==> src/hw/rtl/cfir_pkg.sv <==
// cfir_pkg: shared constants, job word type and sequencer states for the
// centered saturating FIR filter. No dependencies.
package cfir_pkg;

    localparam int MAX_TAPS_DEF = 16;
    localparam int MAX_RESULTS  = 8;

    localparam int DATA_W     = 32;
    localparam int IDX_W      = 4;
    localparam int TW         = 5;
    localparam int SEEN_W     = 5;
    localparam int ACC_W      = 70;
    localparam int CFG_IDX_W  = 2;
    localparam int CFG_DATA_W = 32;

    localparam int QDEPTH = 2;
    localparam int QPW    = $clog2(QDEPTH);
    localparam int QCW    = $clog2(QDEPTH + 1);

    localparam logic [TW-1:0] FRAC_RESET = 5'd25;
    localparam logic [TW-1:0] TAPS_RESET = 5'd5;

    localparam logic [CFG_IDX_W-1:0] CFG_FRAC_SHIFT = 2'd0;
    localparam logic [CFG_IDX_W-1:0] CFG_TAP_COUNT  = 2'd1;

    localparam logic OP_LOAD   = 1'b0;
    localparam logic OP_SAMPLE = 1'b1;

    localparam logic [SEEN_W-1:0] SEEN_MAX = '1;

    localparam logic signed [DATA_W-1:0] SAT_MAX = 32'sh7FFF_FFFF;
    localparam logic signed [DATA_W-1:0] SAT_MIN = 32'sh8000_0000;

    typedef struct packed {
        logic                     op;
        logic [IDX_W-1:0]         idx;
        logic signed [DATA_W-1:0] value;
        logic                     last;
        logic [SEEN_W-1:0]        sv;
    } job_t;

    typedef enum logic [2:0] {
        S_IDLE,
        S_DECIDE,
        S_MAC,
        S_DRAIN,
        S_OUT,
        S_SHIFT
    } back_state_t;

endpackage

==> src/hw/rtl/cfir_if.sv <==
// cfir_if: valid/ready channel interfaces for input items, results and
// configuration writes. Depends on cfir_pkg.
interface cfir_in_if;
    import cfir_pkg::*;
    logic                     valid;
    logic                     ready;
    logic                     opcode;
    logic [IDX_W-1:0]         coef_index;
    logic signed [DATA_W-1:0] value;
    logic                     end_of_signal;

    modport source (output valid, opcode, coef_index, value, end_of_signal, input ready);
    modport sink   (input valid, opcode, coef_index, value, end_of_signal, output ready);
endinterface

interface cfir_out_if;
    import cfir_pkg::*;
    logic                     valid;
    logic                     ready;
    logic signed [DATA_W-1:0] filtered;
    logic                     clamped;
    logic                     final_output;

    modport source (output valid, filtered, clamped, final_output, input ready);
    modport sink   (input valid, filtered, clamped, final_output, output ready);
endinterface

interface cfir_cfg_if;
    import cfir_pkg::*;
    logic                  valid;
    logic                  ready;
    logic [CFG_IDX_W-1:0]  index;
    logic [CFG_DATA_W-1:0] data;

    modport source (output valid, index, data, input ready);
    modport sink   (input valid, index, data, output ready);
endinterface

==> src/hw/rtl/cfir_ram.sv <==
// cfir_ram: generic single write port, single read port RAM with registered
// read data. No dependencies.
module cfir_ram #(
    parameter int WIDTH = 32,
    parameter int DEPTH = 16
) (
    input  logic                                    clk,
    input  logic                                    we,
    input  logic [(DEPTH > 1 ? $clog2(DEPTH) : 1)-1:0] waddr,
    input  logic [WIDTH-1:0]                        wdata,
    input  logic [(DEPTH > 1 ? $clog2(DEPTH) : 1)-1:0] raddr,
    output logic [WIDTH-1:0]                        rdata
);
    logic [WIDTH-1:0] mem [DEPTH];

    always_ff @(posedge clk)
    begin
        if (we)
        begin
            mem[waddr] <= wdata;
        end
        rdata <= mem[raddr];
    end
endmodule

==> src/hw/rtl/cfir_front.sv <==
// cfir_front: accepts input words, tags samples with their index in the
// signal and queues job words for the back end. Depends on cfir_pkg, cfir_if.
module cfir_front (
    input  logic          clk,
    input  logic          rst_n,
    cfir_in_if.sink       item,
    output cfir_pkg::job_t job,
    output logic          job_valid,
    input  logic          job_ready
);
    import cfir_pkg::*;

    job_t              q_reg [QDEPTH];
    logic [QPW-1:0]    wr_reg;
    logic [QPW-1:0]    rd_reg;
    logic [QCW-1:0]    count_reg;
    logic [SEEN_W-1:0] seen_reg;
    logic              push;
    logic              pop;
    logic [QPW-1:0]    wr_next;
    logic [QPW-1:0]    rd_next;
    job_t              entry;

    assign item.ready = (int'(count_reg) != QDEPTH);
    assign push       = item.valid && item.ready;
    assign job_valid  = (count_reg != '0);
    assign pop        = job_valid && job_ready;
    assign job        = q_reg[rd_reg];

    assign wr_next = (int'(wr_reg) == QDEPTH - 1) ? '0 : wr_reg + QPW'(1);
    assign rd_next = (int'(rd_reg) == QDEPTH - 1) ? '0 : rd_reg + QPW'(1);

    always_comb
    begin
        entry.op    = item.opcode;
        entry.idx   = item.coef_index;
        entry.value = item.value;
        entry.last  = item.end_of_signal;
        entry.sv    = seen_reg;
    end

    always_ff @(posedge clk)
    begin
        if (push)
        begin
            q_reg[wr_reg] <= entry;
        end
    end

    always_ff @(posedge clk or negedge rst_n)
    begin
        if (!rst_n)
        begin
            wr_reg    <= '0;
            rd_reg    <= '0;
            count_reg <= '0;
            seen_reg  <= '0;
        end
        else
        begin
            if (push)
            begin
                wr_reg <= wr_next;
            end
            if (pop)
            begin
                rd_reg <= rd_next;
            end
            case ({push, pop})
                2'b10:   count_reg <= count_reg + QCW'(1);
                2'b01:   count_reg <= count_reg - QCW'(1);
                default: count_reg <= count_reg;
            endcase
            if (push && (item.opcode == OP_SAMPLE))
            begin
                if (item.end_of_signal)
                begin
                    seen_reg <= '0;
                end
                else if (seen_reg != SEEN_MAX)
                begin
                    seen_reg <= seen_reg + SEEN_W'(1);
                end
            end
        end
    end

    a_count_bound: assert property (@(posedge clk) disable iff (!rst_n)
        int'(count_reg) <= QDEPTH)
        else $error("job queue count above depth");

    a_count_push: assert property (@(posedge clk) disable iff (!rst_n)
        push && !pop |=> count_reg == $past(count_reg) + QCW'(1))
        else $error("job queue push lost");

    a_seen_clear: assert property (@(posedge clk) disable iff (!rst_n)
        push && (item.opcode == OP_SAMPLE) && item.end_of_signal |=> seen_reg == '0)
        else $error("sample count not cleared at end of signal");
endmodule

==> src/hw/rtl/cfir_back.sv <==
// cfir_back: job sequencer, delay line and coefficient RAMs, one-tap-per-cycle
// MAC, saturation and output register. Depends on cfir_pkg, cfir_if, cfir_ram.
module cfir_back #(
    parameter int MAX_TAPS = cfir_pkg::MAX_TAPS_DEF
) (
    input  logic           clk,
    input  logic           rst_n,
    input  cfir_pkg::job_t job,
    input  logic           job_valid,
    output logic           job_ready,
    cfir_cfg_if.sink       cfg,
    cfir_out_if.source     result
);
    import cfir_pkg::*;

    localparam int AW   = (MAX_TAPS > 1) ? $clog2(MAX_TAPS) : 1;
    localparam int FW   = $clog2(MAX_TAPS + 1);
    localparam int TCAP = (MAX_TAPS < 2 * MAX_RESULTS) ? MAX_TAPS : 2 * MAX_RESULTS;

    back_state_t state_reg;
    back_state_t state_next;

    job_t                     job_q_reg;
    logic [TW-1:0]            n_reg;
    logic [TW-1:0]            j_reg;
    logic [AW-1:0]            newest_reg;
    logic [FW-1:0]            filled_reg;
    logic [MAX_TAPS-1:0]      cvalid_reg;
    logic [TW-1:0]            frac_reg;
    logic [TW-1:0]            taps_reg;
    logic                     v1_reg;
    logic                     v2_reg;
    logic                     cmask1_reg;
    logic                     smask1_reg;
    logic signed [63:0]       prod_reg;
    logic signed [ACC_W-1:0]  acc_reg;
    logic                     out_valid_reg;
    logic signed [DATA_W-1:0] out_filt_reg;
    logic                     out_clamp_reg;
    logic                     out_final_reg;

    logic [TW-1:0]            t_eff;
    logic [TW-1:0]            lead;
    logic [TW-1:0]            age;
    logic [AW-1:0]            newest_inc;
    int                       ring_sum;
    logic [AW-1:0]            s_raddr;
    logic [AW-1:0]            c_raddr;
    logic [AW-1:0]            c_waddr;
    logic                     idx_ok;
    logic                     smask;
    logic [TW:0]              sidx;
    logic                     emit;
    logic                     out_free;
    logic                     over;
    logic                     under;
    logic signed [DATA_W-1:0] filt;
    logic signed [DATA_W-1:0] s_rdata;
    logic signed [DATA_W-1:0] c_rdata;
    logic signed [DATA_W-1:0] a_op;
    logic signed [DATA_W-1:0] b_op;
    logic signed [63:0]       prod_full;

    logic                     take;
    logic                     s_we;
    logic signed [DATA_W-1:0] s_wdata;
    logic                     c_we;
    logic                     start_mac;
    logic                     issue;
    logic                     load_out;
    logic                     end_signal;
    logic                     n_inc;

    // effective tap count and lead
    always_comb
    begin
        t_eff = (taps_reg == '0) ? TW'(1) : taps_reg;
        if (int'(t_eff) > TCAP)
        begin
            t_eff = TW'(TCAP);
        end
        lead = t_eff - TW'(1) - (t_eff >> 1);
    end

    // delay line is a ring; age 0 is the newest sample
    assign newest_inc = (int'(newest_reg) == MAX_TAPS - 1) ? '0 : newest_reg + AW'(1);
    assign age        = t_eff - TW'(1) - j_reg;
    assign ring_sum   = int'(newest_reg) + MAX_TAPS - int'(age);
    assign s_raddr    = AW'((ring_sum >= MAX_TAPS) ? ring_sum - MAX_TAPS : ring_sum);
    assign c_raddr    = AW'(j_reg);
    assign c_waddr    = AW'(job.idx);
    assign idx_ok     = int'(job.idx) < MAX_TAPS;
    assign smask      = int'(age) < int'(filled_reg);

    assign sidx     = {1'b0, job_q_reg.sv} + {1'b0, n_reg};
    assign emit     = sidx >= {1'b0, lead};
    assign out_free = !out_valid_reg || result.ready;

    cfir_ram #(.WIDTH(DATA_W), .DEPTH(MAX_TAPS)) u_line (
        .clk   (clk),
        .we    (s_we),
        .waddr (newest_inc),
        .wdata (s_wdata),
        .raddr (s_raddr),
        .rdata (s_rdata)
    );

    cfir_ram #(.WIDTH(DATA_W), .DEPTH(MAX_TAPS)) u_coef (
        .clk   (clk),
        .we    (c_we),
        .waddr (c_waddr),
        .wdata (job.value),
        .raddr (c_raddr),
        .rdata (c_rdata)
    );

    always_comb
    begin
        state_next = state_reg;
        job_ready  = 1'b0;
        take       = 1'b0;
        s_we       = 1'b0;
        s_wdata    = job.value;
        c_we       = 1'b0;
        start_mac  = 1'b0;
        issue      = 1'b0;
        load_out   = 1'b0;
        end_signal = 1'b0;
        n_inc      = 1'b0;
        case (state_reg)
            S_IDLE:
            begin
                job_ready = 1'b1;
                if (job_valid)
                begin
                    take = 1'b1;
                    if (job.op == OP_LOAD)
                    begin
                        c_we = idx_ok;
                    end
                    else
                    begin
                        s_we       = 1'b1;
                        state_next = S_DECIDE;
                    end
                end
            end
            S_DECIDE:
            begin
                if (emit)
                begin
                    start_mac  = 1'b1;
                    state_next = S_MAC;
                end
                else if (job_q_reg.last)
                begin
                    state_next = S_SHIFT;
                end
                else
                begin
                    state_next = S_IDLE;
                end
            end
            S_MAC:
            begin
                issue = 1'b1;
                if (j_reg == t_eff - TW'(1))
                begin
                    state_next = S_DRAIN;
                end
            end
            S_DRAIN:
            begin
                if (!v1_reg && !v2_reg)
                begin
                    state_next = S_OUT;
                end
            end
            S_OUT:
            begin
                if (out_free)
                begin
                    load_out = 1'b1;
                    if (job_q_reg.last && (n_reg != lead))
                    begin
                        state_next = S_SHIFT;
                    end
                    else
                    begin
                        end_signal = job_q_reg.last;
                        state_next = S_IDLE;
                    end
                end
            end
            S_SHIFT:
            begin
                s_we       = 1'b1;
                s_wdata    = '0;
                n_inc      = 1'b1;
                state_next = S_DECIDE;
            end
            default:
            begin
                state_next = S_IDLE;
            end
        endcase
    end

    // saturation
    assign over  = acc_reg > ACC_W'(SAT_MAX);
    assign under = acc_reg < ACC_W'(SAT_MIN);
    assign filt  = over ? SAT_MAX : (under ? SAT_MIN : acc_reg[DATA_W-1:0]);

    assign a_op      = smask1_reg ? s_rdata : '0;
    assign b_op      = cmask1_reg ? c_rdata : '0;
    assign prod_full = a_op * b_op;

    assign cfg.ready           = 1'b1;
    assign result.valid        = out_valid_reg;
    assign result.filtered     = out_filt_reg;
    assign result.clamped      = out_clamp_reg;
    assign result.final_output = out_final_reg;

    always_ff @(posedge clk or negedge rst_n)
    begin
        if (!rst_n)
        begin
            state_reg     <= S_IDLE;
            n_reg         <= '0;
            j_reg         <= '0;
            newest_reg    <= '0;
            filled_reg    <= '0;
            cvalid_reg    <= '0;
            frac_reg      <= FRAC_RESET;
            taps_reg      <= TAPS_RESET;
            v1_reg        <= 1'b0;
            v2_reg        <= 1'b0;
            out_valid_reg <= 1'b0;
        end
        else
        begin
            state_reg <= state_next;
            if (cfg.valid && cfg.ready)
            begin
                case (cfg.index)
                    CFG_FRAC_SHIFT: frac_reg <= cfg.data[TW-1:0];
                    CFG_TAP_COUNT:  taps_reg <= cfg.data[TW-1:0];
                    default:        ;
                endcase
            end
            if (c_we)
            begin
                cvalid_reg[c_waddr] <= 1'b1;
            end
            if (take)
            begin
                n_reg <= '0;
            end
            else if (n_inc)
            begin
                n_reg <= n_reg + TW'(1);
            end
            if (start_mac)
            begin
                j_reg <= '0;
            end
            else if (issue)
            begin
                j_reg <= j_reg + TW'(1);
            end
            if (s_we)
            begin
                newest_reg <= newest_inc;
            end
            if (end_signal)
            begin
                filled_reg <= '0;
            end
            else if (s_we && (int'(filled_reg) < MAX_TAPS))
            begin
                filled_reg <= filled_reg + FW'(1);
            end
            v1_reg <= issue;
            v2_reg <= v1_reg;
            if (load_out)
            begin
                out_valid_reg <= 1'b1;
            end
            else if (result.ready)
            begin
                out_valid_reg <= 1'b0;
            end
        end
    end

    always_ff @(posedge clk)
    begin
        if (take)
        begin
            job_q_reg <= job;
        end
        cmask1_reg <= cvalid_reg[c_raddr];
        smask1_reg <= smask;
        prod_reg   <= prod_full;
        if (start_mac)
        begin
            acc_reg <= '0;
        end
        else if (v2_reg)
        begin
            acc_reg <= acc_reg + ACC_W'(prod_reg >>> frac_reg);
        end
        if (load_out)
        begin
            out_filt_reg  <= filt;
            out_clamp_reg <= over || under;
            out_final_reg <= job_q_reg.last && (n_reg == lead);
        end
    end

    a_tap_range: assert property (@(posedge clk) disable iff (!rst_n)
        state_reg == S_MAC |-> j_reg < t_eff)
        else $error("tap counter past tap count");

    a_fill_bound: assert property (@(posedge clk) disable iff (!rst_n)
        int'(filled_reg) <= MAX_TAPS)
        else $error("delay line fill count above depth");

    a_pipe_order: assert property (@(posedge clk) disable iff (!rst_n)
        v2_reg |-> $past(v1_reg))
        else $error("product stage valid without read stage");

    a_out_hold: assert property (@(posedge clk) disable iff (!rst_n)
        out_valid_reg && !result.ready |-> !load_out)
        else $error("output register overwritten while held");
endmodule

==> src/hw/rtl/centered_fir_saturating.sv <==
// centered_fir_saturating: top level of the centered saturating FIR filter.
// Depends on cfir_pkg, cfir_if, cfir_front, cfir_back.
//
// Channels: item carries one input word per handshake (opcode, coef_index,
// value, end_of_signal); result carries one filtered word (filtered,
// clamped, final_output); cfg writes frac_shift (index 0) or tap_count
// (index 1), and is always ready. Every channel moves a word at a rising
// edge with valid and ready high.
// A coefficient load holds the back end only while it is taken, a non-final
// sample with no output through take and decide. A sample that gives an
// output holds the back end through take, decide, one multiply-accumulate
// per tap of the effective tap count T through a single 32x32 multiplier, a
// drain of the RAM read and product stages and one output load. Each flushed
// output of a final sample adds shift, decide, T taps, drain and load.
// A two-word job queue lets item words be taken while the back end works.
// Reset clears the queue, sample count and delay-line fill, marks all
// coefficients as zero, and loads frac_shift 25 and tap_count 5. No clearing
// pass is needed. When result is stalled the finished word holds in the
// output register and the back end waits; the queue then fills and item
// ready drops.
module centered_fir_saturating #(
    parameter int MAX_TAPS = cfir_pkg::MAX_TAPS_DEF
) (
    input logic         clk,
    input logic         rst_n,
    cfir_in_if.sink     item,
    cfir_out_if.source  result,
    cfir_cfg_if.sink    cfg
);
    import cfir_pkg::*;

    job_t job;
    logic job_valid;
    logic job_ready;

    cfir_front u_front (
        .clk       (clk),
        .rst_n     (rst_n),
        .item      (item),
        .job       (job),
        .job_valid (job_valid),
        .job_ready (job_ready)
    );

    cfir_back #(.MAX_TAPS(MAX_TAPS)) u_back (
        .clk       (clk),
        .rst_n     (rst_n),
        .job       (job),
        .job_valid (job_valid),
        .job_ready (job_ready),
        .cfg       (cfg),
        .result    (result)
    );
endmodule
==> src/flat_wrapper.sv <==
// flat-port wrapper written by rule: the top's interface ports become plain ports
module centered_fir_saturating_flat import cfir_pkg::*;
#(
    parameter int MAX_TAPS = cfir_pkg::MAX_TAPS_DEF
)
  (clk, rst_n, item_valid, item_opcode, item_coef_index, item_value, item_end_of_signal, item_ready, result_valid, result_filtered, result_clamped, result_final_output, result_ready, cfg_valid, cfg_index, cfg_data, cfg_ready);
  cfir_in_if item_i ();
  cfir_out_if result_i ();
  cfir_cfg_if cfg_i ();
  input logic clk;
  input logic rst_n;
  input wire logic [$bits(item_i.valid)-1:0] item_valid;
  input wire logic [$bits(item_i.opcode)-1:0] item_opcode;
  input wire logic [$bits(item_i.coef_index)-1:0] item_coef_index;
  input wire logic [$bits(item_i.value)-1:0] item_value;
  input wire logic [$bits(item_i.end_of_signal)-1:0] item_end_of_signal;
  output wire logic [$bits(item_i.ready)-1:0] item_ready;
  output wire logic [$bits(result_i.valid)-1:0] result_valid;
  output wire logic [$bits(result_i.filtered)-1:0] result_filtered;
  output wire logic [$bits(result_i.clamped)-1:0] result_clamped;
  output wire logic [$bits(result_i.final_output)-1:0] result_final_output;
  input wire logic [$bits(result_i.ready)-1:0] result_ready;
  input wire logic [$bits(cfg_i.valid)-1:0] cfg_valid;
  input wire logic [$bits(cfg_i.index)-1:0] cfg_index;
  input wire logic [$bits(cfg_i.data)-1:0] cfg_data;
  output wire logic [$bits(cfg_i.ready)-1:0] cfg_ready;
  assign item_i.valid = item_valid;
  assign item_i.opcode = item_opcode;
  assign item_i.coef_index = item_coef_index;
  assign item_i.value = item_value;
  assign item_i.end_of_signal = item_end_of_signal;
  assign item_ready = item_i.ready;
  assign result_valid = result_i.valid;
  assign result_filtered = result_i.filtered;
  assign result_clamped = result_i.clamped;
  assign result_final_output = result_i.final_output;
  assign result_i.ready = result_ready;
  assign cfg_i.valid = cfg_valid;
  assign cfg_i.index = cfg_index;
  assign cfg_i.data = cfg_data;
  assign cfg_ready = cfg_i.ready;
  centered_fir_saturating #(.MAX_TAPS(MAX_TAPS)) u_core (.clk(clk), .rst_n(rst_n), .item(item_i), .result(result_i), .cfg(cfg_i));
endmodule
==> config.mk <==
export PLATFORM = sky130hd
export DESIGN_NAME = centered_fir_saturating_flat
export DESIGN_NICKNAME = d
export VERILOG_FILES = /design/src/hw/rtl/cfir_pkg.sv /design/src/hw/rtl/cfir_if.sv /design/src/hw/rtl/cfir_ram.sv /design/src/hw/rtl/cfir_front.sv /design/src/hw/rtl/cfir_back.sv /design/src/hw/rtl/centered_fir_saturating.sv /design/src/flat_wrapper.sv
export SDC_FILE = /design/constraint.sdc
export NUM_CORES = 2
export LEC_CHECK = 0
export BUFFER_PORTS_ARGS = -buffer_cell sky130_fd_sc_hd__buf_2
export CAP_MARGIN = 20
export CORE_ASPECT_RATIO = 0.6
export CORE_MARGIN = 5
export CORE_UTILIZATION = 35
export DETAILED_ROUTE_END_ITERATION = 7
export PLACE_DENSITY = 0.55
export SETUP_SLACK_MARGIN = 0.3
export SYNTH_ARGS = -nofsm -noshare
export SYNTH_HDL_FRONTEND = slang
export SYNTH_SLANG_ARGS = --single-unit
==> constraint.sdc <==
create_clock -name clk -period 14.65 [get_ports clk]
set_input_delay 4.395 -clock clk [delete_from_list [all_inputs] [get_ports clk]]
set_output_delay 4.395 -clock clk [all_outputs]
set_load 0.01 [all_outputs]
==> flow_summary.toml <==
[setup_path]
reg2regPathDepth = 27
cp.buffers_inverters = 5
start_kind = "flop"
critPathTopFamily = "adder cells"
path_max_fanout = 77
crit_type = "flop to flop"
endpoint_kind = "flop"
arrival_ns = 10.96
cp.depth = 27
cp.required_ns = 15.33
crit_slowest_cell = "nand2_1"
cpMostUsedCell = "fa_1"
max_stage_delay_ns = 0.99

[clocking]
cts_resized = 0
cts_setup_buffers = 0
cts_max_level = 4
path_clk_slew_ns = 0.06
hold_buffers = 0
cts_buffer_depth = 4
cts-root-buf = "clkbuf_16"
cts_tree = "yes"
clk_latency_ns = 0.82
cts_buffers = 148
clock_sinks = 1410

[outcome]
outcome = "finished clean"

[final_layout]
mostFrequentLayoutCells = "edfxtp_1, fa_1, inv_1"
final_util_pct = 38.7
final_cell_count_no_fill = 11300
drive_gt1_share_pct = 13.4
nets = 8993
layout_commonest_cell = "edfxtp_1"
syn_to_final_growth_pct = 10.1

[min_path]
min_path_cells = 0
hold_path_class = "flop to flop"

[timing]
fmax_mhz = 97.3
worst_pin_slew_ns = 1.19
grt_setup_unrepaired = "no"
finClkSkew_ns = 0.0704
fin_crit_sh_pct = 70.2
fin_setup_tns_ns = 0
setup_viol = 0
slew_violations = 0
slew_headroom_pct = 20.3
setup_slack_ns = 4.37
layout_min_cycle_time_ns = 10.28
finalHoldViolations = 0

[placement]
hpwl_um = 201000
dp.cells = 11000
place.gp.congestion = 0.953
portBuffers = 85
pre_cts_slack_ns = 4.58

[detailed_routing]
wl_met2_um = 112000
routed_via_density = 5.29
wl_met1_um = 131000
routedWlPerCell_um = 24.6
drt-initial-drc-count = 5952
dr_wl_met3_um = 29100
final_antenna_net_count = 0
first_pass_iters = 6
drc = 0
finalWirelength_um = 277000
top_layer = "met4"
num_vias = 59500

[synthesis]
synth-edff-count = 1150
synth_nets = 8991
synth-seq-cells = 1410
synth_flop_cell = "edfxtp_1"
avgSynthCellArea_um2 = 12.6
synthCells = 7537
yosysWarnings = 0
synth_area_um2 = 95100
ys_seq_area_share_pct = 42.1
yosysUniqueCellTypes = 89
async_flop_share_pct = 4.26

[global_route]
grt_pass1_vias = 61500
gr-total-overflow = 0
grt_pass1_wl_um = 413000
antenna_found_initial = 16
grt_max_degree = 90
grt_use_total_pct = 19.8

[floorplan]
die_area_um2 = 283000
initial_core_util_pct = 35.1
floorplan.rows = 148
die-height_um = 414
ios = 114
die_w_um = 683
core-area_um2 = 271000

[flow_run]
drv_cap = 0
-- cell usage after synthesis (26+ instances only) --
cell type	count	area (um^2)
dfrtp_1	55	1380
a21o_1	71	533
o21ai_0	160	801
inv_1	1060	3980
nand2_1	775	2910
xnor2_1	120	1050
mux2i_1	124	1240
clkbuf_1	354	1330
nor3_1	32	160
nand4_1	57	357
a21oi_1	200	1000
nand3_1	56	280
nor2_1	752	2820
mux2_2	84	946
buf_1	46	173
ha_1	290	3630
nor2b_1	26	163
mux4_2	378	8510
fa_1	1087	21800
dfxtp_1	200	4000
and2_1	89	557
o21bai_1	26	195
edfxtp_1	1150	34500
xor2_1	47	412
-- worst paths after layout --
check / from / endpoint / slack (ns)
worst max register to register: u_core.u_back.cmask1_reg / u_core.u_back.prod_reg[62] / 4.37
min in group asynchronous: rst_n / u_core.u_back.frac_reg[2] / 3.61
worst min-delay path: u_core.u_back.v1_reg / u_core.u_back.v2_reg / 0.40
max in group asynchronous: rst_n / u_core.u_back.j_reg[1] / 9.98
worst max-delay path: u_core.u_back.cmask1_reg / u_core.u_back.prod_reg[62] / 4.37
worst min register to register: u_core.u_back.v1_reg / u_core.u_back.v2_reg / 0.40
-- cells by family (layout without fill, tap and decap cells) --
logic type      after synthesis  after routing  synth area share, %
compound gates              622            622                 4.06
xor+xnor                    167            167                 1.54
fa+ha+maj                  1377           1377                 26.7
buf+inv                    1466           1577                 5.79
flops                      1410           1410                 42.1
mux                         586            586                 11.3
other cells                   1              9              0.00394
simple gates               1908           1908                 8.52
-- per-layer routing --
metal  up-vias  track usage (%)
met4         0             3.52
li1      25300                -
met2      2638             27.4
met5         -                0
met3       330             5.47
met1     31200             30.8
-- metrics by stage --
step / instance area [um^2] / hold WS [ns]
final: 105000 / 0.397
after global placement: 100000 / 0.372
after global routing: 105000 / 0.407
after CTS: 105000 / 0.397
after detailed placement: 100000 / 0.383
after floorplan: 95100 / 0.354
-- area by class of cell --
class	count	area, um^2
tap	3600	4500
clock buffer	207	4090
multi-input combinational	4661	49800
antenna	8	20.0
inverter	1064	3990
timing repair buffer	254	1740
sequential	1410	40100
fill	25600	166000
clock inverter	52	460
Power is not shown: default switching activity piles up to over one toggle a cycle in this logic, so the estimate is an artifact.
